`config.mk`:
```
export PLATFORM = sky130hd
export DESIGN_NAME = name_to_sector_directory_table_unit_flat
export DESIGN_NICKNAME = d
export VERILOG_FILES = /design/src/sv/nsdt_pkg.sv /design/src/sv/nsdt_req_if.sv /design/src/sv/nsdt_rsp_if.sv /design/src/sv/nsdt_cell.sv /design/src/sv/name_to_sector_directory_table_unit.sv /design/src/flat_wrapper.sv
export SDC_FILE = /design/constraint.sdc
export NUM_CORES = 2
export LEC_CHECK = 0
export ABC_CLOCK_PERIOD_IN_PS = 5600
export BUFFER_PORTS_ARGS = -buffer_cell sky130_fd_sc_hd__buf_2
export CORE_UTILIZATION = 47
export CTS_BUF_LIST = sky130_fd_sc_hd__clkbuf_16
export DETAILED_ROUTE_END_ITERATION = 7
export SLEW_MARGIN = 40
export SYNTH_ARGS = -nofsm -noshare
export SYNTH_HDL_FRONTEND = slang
export SYNTH_SLANG_ARGS = --single-unit
```
`constraint.sdc`:
```
create_clock -name clk -period 5.6 [get_ports clk]
set_input_delay 0.56 -clock clk [delete_from_list [all_inputs] [get_ports clk]]
set_output_delay 0.56 -clock clk [all_outputs]
set_load 0.005 [all_outputs]
```
`src/sv/nsdt_pkg.sv`:
```
// Shared types, constants and helpers for the name to sector directory table.
// No dependencies; every other file of the block imports this package.
package nsdt_pkg;

  localparam int ENTRIES      = 16;
  localparam int NAME_BYTES   = 9;
  localparam int SECTOR_COUNT = 1024;

  localparam int IDX_W    = (ENTRIES > 1) ? $clog2(ENTRIES) : 1;
  localparam int CMD_W    = 2;
  localparam int LOW_W    = 64;
  localparam int HIGH_W   = 8;
  localparam int NAME_W   = LOW_W + HIGH_W;
  localparam int SECTOR_W = 10;
  localparam int STATUS_W = 2;
  localparam int HIT_W    = 4;

  localparam logic [CMD_W-1:0] CMD_LOOKUP = 2'd0;
  localparam logic [CMD_W-1:0] CMD_ADD    = 2'd1;
  localparam logic [CMD_W-1:0] CMD_REMOVE = 2'd2;

  localparam logic [STATUS_W-1:0] ST_OK        = 2'd0;
  localparam logic [STATUS_W-1:0] ST_PRESENT   = 2'd1;
  localparam logic [STATUS_W-1:0] ST_FULL      = 2'd2;
  localparam logic [STATUS_W-1:0] ST_NOT_FOUND = 2'd3;

  // Search token that walks the cell chain, one cell per cycle.
  typedef struct packed {
    logic                live;
    logic [NAME_W-1:0]   name;
    logic                found;
    logic [IDX_W-1:0]    hit_idx;
    logic [SECTOR_W-1:0] sector;
    logic                is_dir;
    logic                free_found;
    logic [IDX_W-1:0]    free_idx;
    logic                other_valid;   // a valid entry other than the hit
  } nsdt_token_t;

  // Write command broadcast to all cells after the scan.
  typedef struct packed {
    logic                add;
    logic                clr;
    logic [IDX_W-1:0]    idx;
    logic [NAME_W-1:0]   name;
    logic [SECTOR_W-1:0] sector;
    logic                is_dir;
  } nsdt_wr_t;

  // Clear every byte from the first zero byte on, and bytes past NAME_BYTES.
  // Stored names are kept in this form, so a match is plain equality.
  function automatic logic [NAME_W-1:0] norm_name(logic [LOW_W-1:0] lo,
                                                  logic [HIGH_W-1:0] hi);
    logic [NAME_W-1:0] raw;
    logic [NAME_W-1:0] res;
    logic              stop;
    raw  = {hi, lo};
    res  = '0;
    stop = 1'b0;
    for (int k = 0; k < NAME_BYTES; k++) begin
      if (raw[8*k +: 8] == 8'd0) stop = 1'b1;
      if (!stop) res[8*k +: 8] = raw[8*k +: 8];
    end
    return res;
  endfunction

  function automatic logic [HIT_W-1:0] to_hit(logic [IDX_W-1:0] idx);
    logic [HIT_W-1:0] res;
    res = '0;
    for (int j = 0; j < HIT_W; j++) begin
      if (j < IDX_W) res[j] = idx[j];
    end
    return res;
  endfunction

endpackage

```
`src/sv/nsdt_req_if.sv`:
```
// Request channel: valid/ready handshake carrying one command item.
// Depends on nsdt_pkg for field widths.
interface nsdt_req_if import nsdt_pkg::*; ();
  logic                valid;
  logic                ready;
  logic [CMD_W-1:0]    cmd;
  logic [LOW_W-1:0]    name_low;
  logic [HIGH_W-1:0]   name_high;
  logic [SECTOR_W-1:0] new_sector;
  logic                new_is_dir;

  modport source(output valid, cmd, name_low, name_high, new_sector, new_is_dir,
                 input ready);
  modport sink(input valid, cmd, name_low, name_high, new_sector, new_is_dir,
               output ready);
endinterface

```
`src/sv/nsdt_rsp_if.sv`:
```
// Response channel: valid/ready handshake carrying one result item.
// Depends on nsdt_pkg for field widths.
interface nsdt_rsp_if import nsdt_pkg::*; ();
  logic                valid;
  logic                ready;
  logic [STATUS_W-1:0] status;
  logic [HIT_W-1:0]    hit_index;
  logic [SECTOR_W-1:0] found_sector;
  logic                found_is_dir;
  logic                table_empty;

  modport source(output valid, status, hit_index, found_sector, found_is_dir,
                 table_empty, input ready);
  modport sink(input valid, status, hit_index, found_sector, found_is_dir,
               table_empty, output ready);
endinterface

```
`src/sv/nsdt_cell.sv`:
```
// One directory entry plus one stage of the search token chain.
// Depends on nsdt_pkg (token and write types).
module nsdt_cell import nsdt_pkg::*; (
  input  logic             clk,
  input  logic             rst,
  input  logic [IDX_W-1:0] pos,
  input  nsdt_token_t      tok_in,
  output nsdt_token_t      tok_out,
  input  nsdt_wr_t         wr
);

  logic                valid;
  logic [NAME_W-1:0]   name;
  logic [SECTOR_W-1:0] sector;
  logic                is_dir;

  logic        hit_here;
  logic        sel;
  nsdt_token_t tok_next;

  assign sel = (wr.idx == pos);

  always_comb begin
    tok_next = tok_in;
    hit_here = tok_in.live && valid && !tok_in.found && (name == tok_in.name);
    if (hit_here) begin
      tok_next.found   = 1'b1;
      tok_next.hit_idx = pos;
      tok_next.sector  = sector;
      tok_next.is_dir  = is_dir;
    end
    if (tok_in.live && !valid && !tok_in.free_found) begin
      tok_next.free_found = 1'b1;
      tok_next.free_idx   = pos;
    end
    if (tok_in.live && valid && !hit_here) tok_next.other_valid = 1'b1;
  end

  always_ff @(posedge clk) begin
    if (rst) begin
      tok_out <= '0;
    end else begin
      tok_out <= tok_next;
    end
  end

  always_ff @(posedge clk) begin
    if (rst) begin
      valid <= 1'b0;
    end else if (wr.add && sel) begin
      valid <= 1'b1;
    end else if (wr.clr && sel) begin
      valid <= 1'b0;
    end
  end

  always_ff @(posedge clk) begin
    if (wr.add && sel) begin
      name   <= wr.name;
      sector <= wr.sector;
      is_dir <= wr.is_dir;
    end
  end

endmodule

```
`src/sv/name_to_sector_directory_table_unit.sv`:
```
// Directory table of ENTRIES file entries: lookup, add and remove by name.
// A search token walks the row of entry cells one cell per cycle; then the
// finish state applies the add or remove and loads the result register once
// the previous result has been taken. One item is in work at a time; a new
// item is taken once the previous result has been loaded for output.
// Entry valid marks clear at reset; no other setup is needed.
// Depends on nsdt_pkg, nsdt_req_if, nsdt_rsp_if and nsdt_cell.
module name_to_sector_directory_table_unit import nsdt_pkg::*; (
  input logic       clk,
  input logic       rst,
  nsdt_req_if.sink  req,
  nsdt_rsp_if.source rsp
);

  localparam logic [1:0] S_IDLE = 2'd0;
  localparam logic [1:0] S_SCAN = 2'd1;
  localparam logic [1:0] S_FIN  = 2'd2;

  logic [1:0] state;
  logic [1:0] state_next;

  logic [CMD_W-1:0]    cmd;
  logic [SECTOR_W-1:0] new_sector;
  logic                new_is_dir;
  nsdt_token_t         tok0;
  nsdt_token_t         tok0_next;
  nsdt_token_t         res;
  nsdt_token_t         chain [ENTRIES+1];
  logic [ENTRIES:0]    live_vec;
  nsdt_wr_t            wr;

  logic                out_valid;
  logic [STATUS_W-1:0] out_status;
  logic [HIT_W-1:0]    out_hit;
  logic [SECTOR_W-1:0] out_sector;
  logic                out_is_dir;
  logic                out_empty;

  logic                accept;
  logic                fire;
  logic [STATUS_W-1:0] r_status;
  logic [HIT_W-1:0]    r_hit;
  logic [SECTOR_W-1:0] r_sector;
  logic                r_is_dir;
  logic                r_empty;

  assign req.ready = (state == S_IDLE);
  assign accept    = req.valid && req.ready;
  assign fire      = (state == S_FIN) && (!out_valid || rsp.ready);

  assign chain[0] = tok0;

  for (genvar i = 0; i < ENTRIES; i++) begin : g_cell
    nsdt_cell u_cell (
      .clk    (clk),
      .rst    (rst),
      .pos    (IDX_W'(i)),
      .tok_in (chain[i]),
      .tok_out(chain[i+1]),
      .wr     (wr)
    );
  end

  for (genvar i = 0; i <= ENTRIES; i++) begin : g_live
    assign live_vec[i] = chain[i].live;
  end

  always_comb begin
    tok0_next      = '0;
    tok0_next.live = accept;
    tok0_next.name = norm_name(req.name_low, req.name_high);
  end

  // Token injection: live for exactly one cycle after accept.
  always_ff @(posedge clk) begin
    if (rst) begin
      tok0 <= '0;
    end else begin
      tok0 <= tok0_next;
    end
  end

  always_ff @(posedge clk) begin
    if (accept) begin
      cmd        <= req.cmd;
      new_sector <= req.new_sector;
      new_is_dir <= req.new_is_dir;
    end
    if (state == S_SCAN && chain[ENTRIES].live) res <= chain[ENTRIES];
  end

  always_comb begin
    state_next = state;
    case (state)
      S_IDLE: if (accept) state_next = S_SCAN;
      S_SCAN: if (chain[ENTRIES].live) state_next = S_FIN;
      S_FIN:  if (fire) state_next = S_IDLE;
      default: state_next = S_IDLE;
    endcase
  end

  always_ff @(posedge clk) begin
    if (rst) begin
      state <= S_IDLE;
    end else begin
      state <= state_next;
    end
  end

  // Result and table update from the finished scan.
  always_comb begin
    r_status = ST_OK;
    r_hit    = '0;
    r_sector = '0;
    r_is_dir = 1'b0;
    r_empty  = !(res.found || res.other_valid);
    wr        = '0;
    wr.name   = res.name;
    wr.sector = new_sector;
    wr.is_dir = new_is_dir;
    wr.idx    = res.hit_idx;
    case (cmd)
      CMD_LOOKUP: begin
        if (res.found) begin
          r_hit    = to_hit(res.hit_idx);
          r_sector = res.sector;
          r_is_dir = res.is_dir;
        end else begin
          r_status = ST_NOT_FOUND;
        end
      end
      CMD_ADD: begin
        if (res.found) begin
          r_status = ST_PRESENT;
        end else if (res.free_found) begin
          r_hit   = to_hit(res.free_idx);
          r_empty = 1'b0;
          wr.idx  = res.free_idx;
          wr.add  = fire;
        end else begin
          r_status = ST_FULL;
        end
      end
      CMD_REMOVE: begin
        if (res.found) begin
          r_hit   = to_hit(res.hit_idx);
          r_empty = !res.other_valid;
          wr.clr  = fire;
        end else begin
          r_status = ST_NOT_FOUND;
        end
      end
      default: ;
    endcase
  end

  always_ff @(posedge clk) begin
    if (rst) begin
      out_valid <= 1'b0;
    end else if (fire) begin
      out_valid <= 1'b1;
    end else if (rsp.ready) begin
      out_valid <= 1'b0;
    end
  end

  always_ff @(posedge clk) begin
    if (fire) begin
      out_status <= r_status;
      out_hit    <= r_hit;
      out_sector <= r_sector;
      out_is_dir <= r_is_dir;
      out_empty  <= r_empty;
    end
  end

  assign rsp.valid        = out_valid;
  assign rsp.status       = out_status;
  assign rsp.hit_index    = out_hit;
  assign rsp.found_sector = out_sector;
  assign rsp.found_is_dir = out_is_dir;
  assign rsp.table_empty  = out_empty;

  a_one_token: assert property (@(posedge clk) disable iff (rst)
    $countones(live_vec) <= 1)
    else $error("more than one search token in the chain");

  a_accept_scan: assert property (@(posedge clk) disable iff (rst)
    accept |=> (state == S_SCAN) && tok0.live)
    else $error("accepted item did not start a scan");

  a_add_free: assert property (@(posedge clk) disable iff (rst)
    wr.add |-> !res.found && res.free_found && !wr.clr)
    else $error("add written without a free entry or over a present name");

  a_clr_found: assert property (@(posedge clk) disable iff (rst)
    wr.clr |-> res.found && (wr.idx == res.hit_idx))
    else $error("remove written without a matching entry");

  a_idle_no_token: assert property (@(posedge clk) disable iff (rst)
    (state == S_FIN) |-> (live_vec == '0))
    else $error("token still in chain while finishing an item");

endmodule
```
`src/flat_wrapper.sv`:
```
// flat-port wrapper written by rule: the top's interface ports become plain ports
module name_to_sector_directory_table_unit_flat import nsdt_pkg::*;
  (clk, rst, req_valid, req_cmd, req_name_low, req_name_high, req_new_sector, req_new_is_dir, req_ready, rsp_valid, rsp_status, rsp_hit_index, rsp_found_sector, rsp_found_is_dir, rsp_table_empty, rsp_ready);
  nsdt_req_if req_i ();
  nsdt_rsp_if rsp_i ();
  input logic clk;
  input logic rst;
  input wire logic [$bits(req_i.valid)-1:0] req_valid;
  input wire logic [$bits(req_i.cmd)-1:0] req_cmd;
  input wire logic [$bits(req_i.name_low)-1:0] req_name_low;
  input wire logic [$bits(req_i.name_high)-1:0] req_name_high;
  input wire logic [$bits(req_i.new_sector)-1:0] req_new_sector;
  input wire logic [$bits(req_i.new_is_dir)-1:0] req_new_is_dir;
  output wire logic [$bits(req_i.ready)-1:0] req_ready;
  output wire logic [$bits(rsp_i.valid)-1:0] rsp_valid;
  output wire logic [$bits(rsp_i.status)-1:0] rsp_status;
  output wire logic [$bits(rsp_i.hit_index)-1:0] rsp_hit_index;
  output wire logic [$bits(rsp_i.found_sector)-1:0] rsp_found_sector;
  output wire logic [$bits(rsp_i.found_is_dir)-1:0] rsp_found_is_dir;
  output wire logic [$bits(rsp_i.table_empty)-1:0] rsp_table_empty;
  input wire logic [$bits(rsp_i.ready)-1:0] rsp_ready;
  assign req_i.valid = req_valid;
  assign req_i.cmd = req_cmd;
  assign req_i.name_low = req_name_low;
  assign req_i.name_high = req_name_high;
  assign req_i.new_sector = req_new_sector;
  assign req_i.new_is_dir = req_new_is_dir;
  assign req_ready = req_i.ready;
  assign rsp_valid = rsp_i.valid;
  assign rsp_status = rsp_i.status;
  assign rsp_hit_index = rsp_i.hit_index;
  assign rsp_found_sector = rsp_i.found_sector;
  assign rsp_found_is_dir = rsp_i.found_is_dir;
  assign rsp_table_empty = rsp_i.table_empty;
  assign rsp_i.ready = rsp_ready;
  name_to_sector_directory_table_unit u_core (.clk(clk), .rst(rst), .req(req_i), .rsp(rsp_i));
endmodule
```
==> results.txt <==
----------------------------------------------------
[Outcome]
  Result of the run ... completed

[Setup path]
  Critical path class ... reg2reg
  Worst-path maximum fanout ... 44
  Data required time of the worst path ... 6.21 ns
  Delay contributed by the slowest stage of the critical path ... 0.82 ns
  Capturing element type of the critical path ... register
  Critical Path Source Type ... register
  Data arrival time at the worst-slack endpoint ... 4.39 ns
  Crit path cell chain ... nand3b_1 > o31ai_1 > nand2_1 > inv_4 > buf_4
  Slowest cell on the critical path ... sky130_fd_sc_hd__o31ai_1

[Routing]
  Routed wire length per instance ... 32.3 um
  Remaining antenna violation count after routing ... 0
  DRT Pass-1 Iters ... 8
  Number of vias after detailed routing ... 61,725
  Vias per inst ... 5.60
  Routed wire length on met2 ... 163,000 um
  DR top layer ... met5
  Met1 routed wirelength after detailed routing ... 143,000 um
  Routed wl met3 ... 31,600 um
  Post-detailed-routing wire length ... 356,000 um
  First DRT Iteration DRCs ... 7,937
  DRC violations left ... 0

[STA]
  Post-route fraction of the period consumed by the critical path ... 67.5%
  RSZ-0062 raised after global routing ... false
  Highest Clock Rate ... 265 MHz
  Final Max Tran Viols ... 0
  Worst clock skew ... 0.0660 ns
  Aggregate negative setup slack ... 0 ns
  Worst slew margin relative to its limit ... 34.7%
  Worst-margin pin slew ... 0.976 ns
  Final number of setup-violating endpoints ... 0
  Final count of hold timing violations ... 0
  Final critical path time including I/O delays and setup ... 3.78 ns

[Power]
  Total design power ... 44,300 uW
  Internal Power ... 35,200 uW
  Sequential share of power ... 52.4%
  Leak Pwr ... 0.0408 uW
  Portion of total power attributed to the clock network ... 46.3%
  Switching power share of the total ... 20.6%
  Peak supply drop ... 352 uV
  Switching power summed over all nets ... 9150 uW
  Power density over the cells ... 372 nW/um2
  Share of power burned in combinational logic ... 1.3%

[Floorplan]
  Floorplan die area ... 221,000 um2
  Number of top-level pins ... 109
  Die span in y ... 471 um
  Core area ... 218,000 um2
  FP Rows ... 171
  Initial Utilization ... 47.4%
  Die extent in x ... 471 um

[Placement]
  Final HPWL DP ... 247,000 um
  Final Wtd Congestion ... 0.943
  Total of buffers placed on input and output ports ... 108
  Placed cell count ... 10,322
  Area after DPL ... 108,000 um2

[Global routing]
  GRT Overall Usage ... 31.7%
  Largest net degree at the start of global routing ... 194
  Vias in the first global route ... 59,074
  Sum of overflow across all layers after global routing ... 0
  Antenna violations before repair ... 79
  Global-route wire length before repair ... 478,000 um

[CTS]
  Clock tree from TritonCTS ... yes
  Root cell of the clock tree ... sky130_fd_sc_hd__clkbuf_16
  Total clock buffers created by CTS ... 319
  Insertion delay to the later sink of the worst-skew pair ... 0.95 ns
  Clock-pin transition on the worst setup and hold timing paths ... 0.06 ns
  Number of gates resized after CTS ... 0
  Clk buf depth ... 4
  TritonCTS Sinks ... 3,035
  Number of levels in the clock H-tree ... 5
  Post-CTS setup buffers ... 0

[Cells and area]
  Final Instance Count excl. Fillers ... 11,029
  Fill cell count ... 17,759
  Post-route cell area ... 119,000 um2
  Area Overhead vs Synth ... 15.5%
  Net total in the final layout ... 7,972
  Final Core Density ... 54.8%
  Share of cells above drive strength 1 ... 9.53%

[Synth]
  Warnings from Yosys ... 0
  Per-instance average area after synthesis ... 13.9 um2
  Proportion of netlist area held by the largest area contributor ... 42.3%
  Synthesized area ... 103,000 um2
  Most frequent cell after synthesis ... sky130_fd_sc_hd__dfxtp_1
  Dominant cells by area after synthesis ... sky130_fd_sc_hd__edfxtp_1 (42%), sky130_fd_sc_hd__dfxtp_1 (31%), sky130_fd_sc_hd__nor2b_1 (7.7%)
  Number of distinct library cell variants in the gate-level netlist after synthesis ... 61
  Number of standard cells after synthesis ... 7,444
  Commonest cells post-synth ... sky130_fd_sc_hd__dfxtp_1 (1,582), sky130_fd_sc_hd__edfxtp_1 (1,453), sky130_fd_sc_hd__nor2b_1 (1,273), sky130_fd_sc_hd__xnor2_1 (520), sky130_fd_sc_hd__xor2_1 (337)
  Proportion of synthesized flip-flops having asynchronous set or reset ... 0%
  Top_reg_cell synth ... sky130_fd_sc_hd__dfxtp_1
  #FFs+latches synth ... 3,035
  Share of the yosys chip area belonging to registers ... 73.0%
  Library cell with the largest summed area after synthesis ... sky130_fd_sc_hd__edfxtp_1
  Number of nets in the synthesized netlist ... 7,537
  Number of enable flip-flop cells after synthesis ... 1,453

[Min path]
  Worst min-delay path class ... in2reg

[Run]
  Reported max-cap violation count ... 0

----------------------------------------------------
worst max-delay path, delay by kind of cell, from the launching register on:
family / cells / cell delay (ns)
buffers and inverters: 2 / 1.02
and+or+nand+nor: 2 / 0.94
AOI/OAI and AO/OA: 1 / 0.82
DFF: 1 / 0.61
through the flow:
step                hold WS (ns)  setup slack, ns
finish                    0.0531             1.82
global route              0.0405             1.63
CTS                       0.0165             1.79
detailed placement         0.389             1.80
global placement           0.386             1.87
floorplan                  0.386           -0.440
area by class of cell:
cell class / count / area (um2) / area share (%)
multi-input cells: 3941 / 26400 / 22.1
flip-flops and latches: 3035 / 75300 / 63.2
diodes: 47 / 118 / 0.0986
inverters: 222 / 868 / 0.728
well taps: 2854 / 3570 / 2.99
repair buffers: 360 / 3000 / 2.52
clock buffers: 329 / 8230 / 6.90
clock inverters: 241 / 1800 / 1.51
power by group through the flow:
| stage | sequential (uW) | combinational (uW) | clock [uW] |
|---|---|---|---|
| after global placement | 23700 | 506 | 0 |
| after CTS | 23200 | 557 | 20600 |
| final | 23200 | 575 | 20500 |
| after global routing | 23200 | 605 | 21500 |
| after detailed placement | 23700 | 511 | 0 |
| after floorplan | 23700 | 287 | 0 |
path summary, 6_finish.rpt:
path	startpoint	to	slack, ns	cells after the start
hold reg to reg	u_core.g_cell[15].u_cell.tok_out[48]$_SDFF_PP0_	u_core.res[48]$_DFFE_PP_	0.40	0
hold / removal	rst	u_core.g_cell[1].u_cell.tok_out[48]$_SDFF_PP0_	0.05	2
setup reg to reg	u_core.res[21]$_DFFE_PP_	u_core.g_cell[0].u_cell.name[47]$_DFFE_PP_	1.82	5
setup / recovery	u_core.res[21]$_DFFE_PP_	u_core.g_cell[0].u_cell.name[47]$_DFFE_PP_	1.82	5
repair_timing:
item | in CTS | in global routing
hold endpoints to repair | 86 | 0
hold buffers | 86 | 0
setup endpoints to repair | 0 | 0
registers in the layout (all words and copies together), names as in the netlist, 10 cells and up:
signal / cells
u_core.g_cell.u_cell.name: 1152
u_core.g_cell.u_cell.valid: 16
u_core.g_cell.u_cell.sector: 160
u_core.chain: 73
u_core.g_cell.u_cell.tok_out: 1490
u_core.g_cell.u_cell.is_dir: 16
u_core.new_sector: 10
u_core.res: 94
u_core.rsp.found_sector: 10
routing by layer:
layer  vias up  global-route usage (%)
met1     30960                    42.3
met2      3294                    49.5
met4         4                    15.6
met3       692                    5.93
li1      26775                       -
met5         -                       0
kinds of logic after synthesis:
group | share of synthesized area (%)
fa+ha+maj | 0.0485
compound gates | 3.97
flops | 73.0
buf+inv | 1.73
simple gates | 14.0
xor+xnor | 7.27
cells in the final DEF, fill, tap and decap left out, types with 129 or more instances in the layout:
cell                        Yosys  routed
sky130_fd_sc_hd__nand3_1      129     129
sky130_fd_sc_hd__nor2_1       217     212
sky130_fd_sc_hd__o21ai_0      153     153
sky130_fd_sc_hd__clkbuf_16      0     329
sky130_fd_sc_hd__xnor2_1      520     520
sky130_fd_sc_hd__a21oi_1      248     248
sky130_fd_sc_hd__dfxtp_1     1582    1582
sky130_fd_sc_hd__xor2_1       337     337
sky130_fd_sc_hd__nand2b_1     151     151
sky130_fd_sc_hd__nand4_1      233     233
sky130_fd_sc_hd__nor2b_1     1273    1273
sky130_fd_sc_hd__edfxtp_1    1453    1453
sky130_fd_sc_hd__inv_1        222     259
Note: power is estimated with default switching activity, not from simulation.
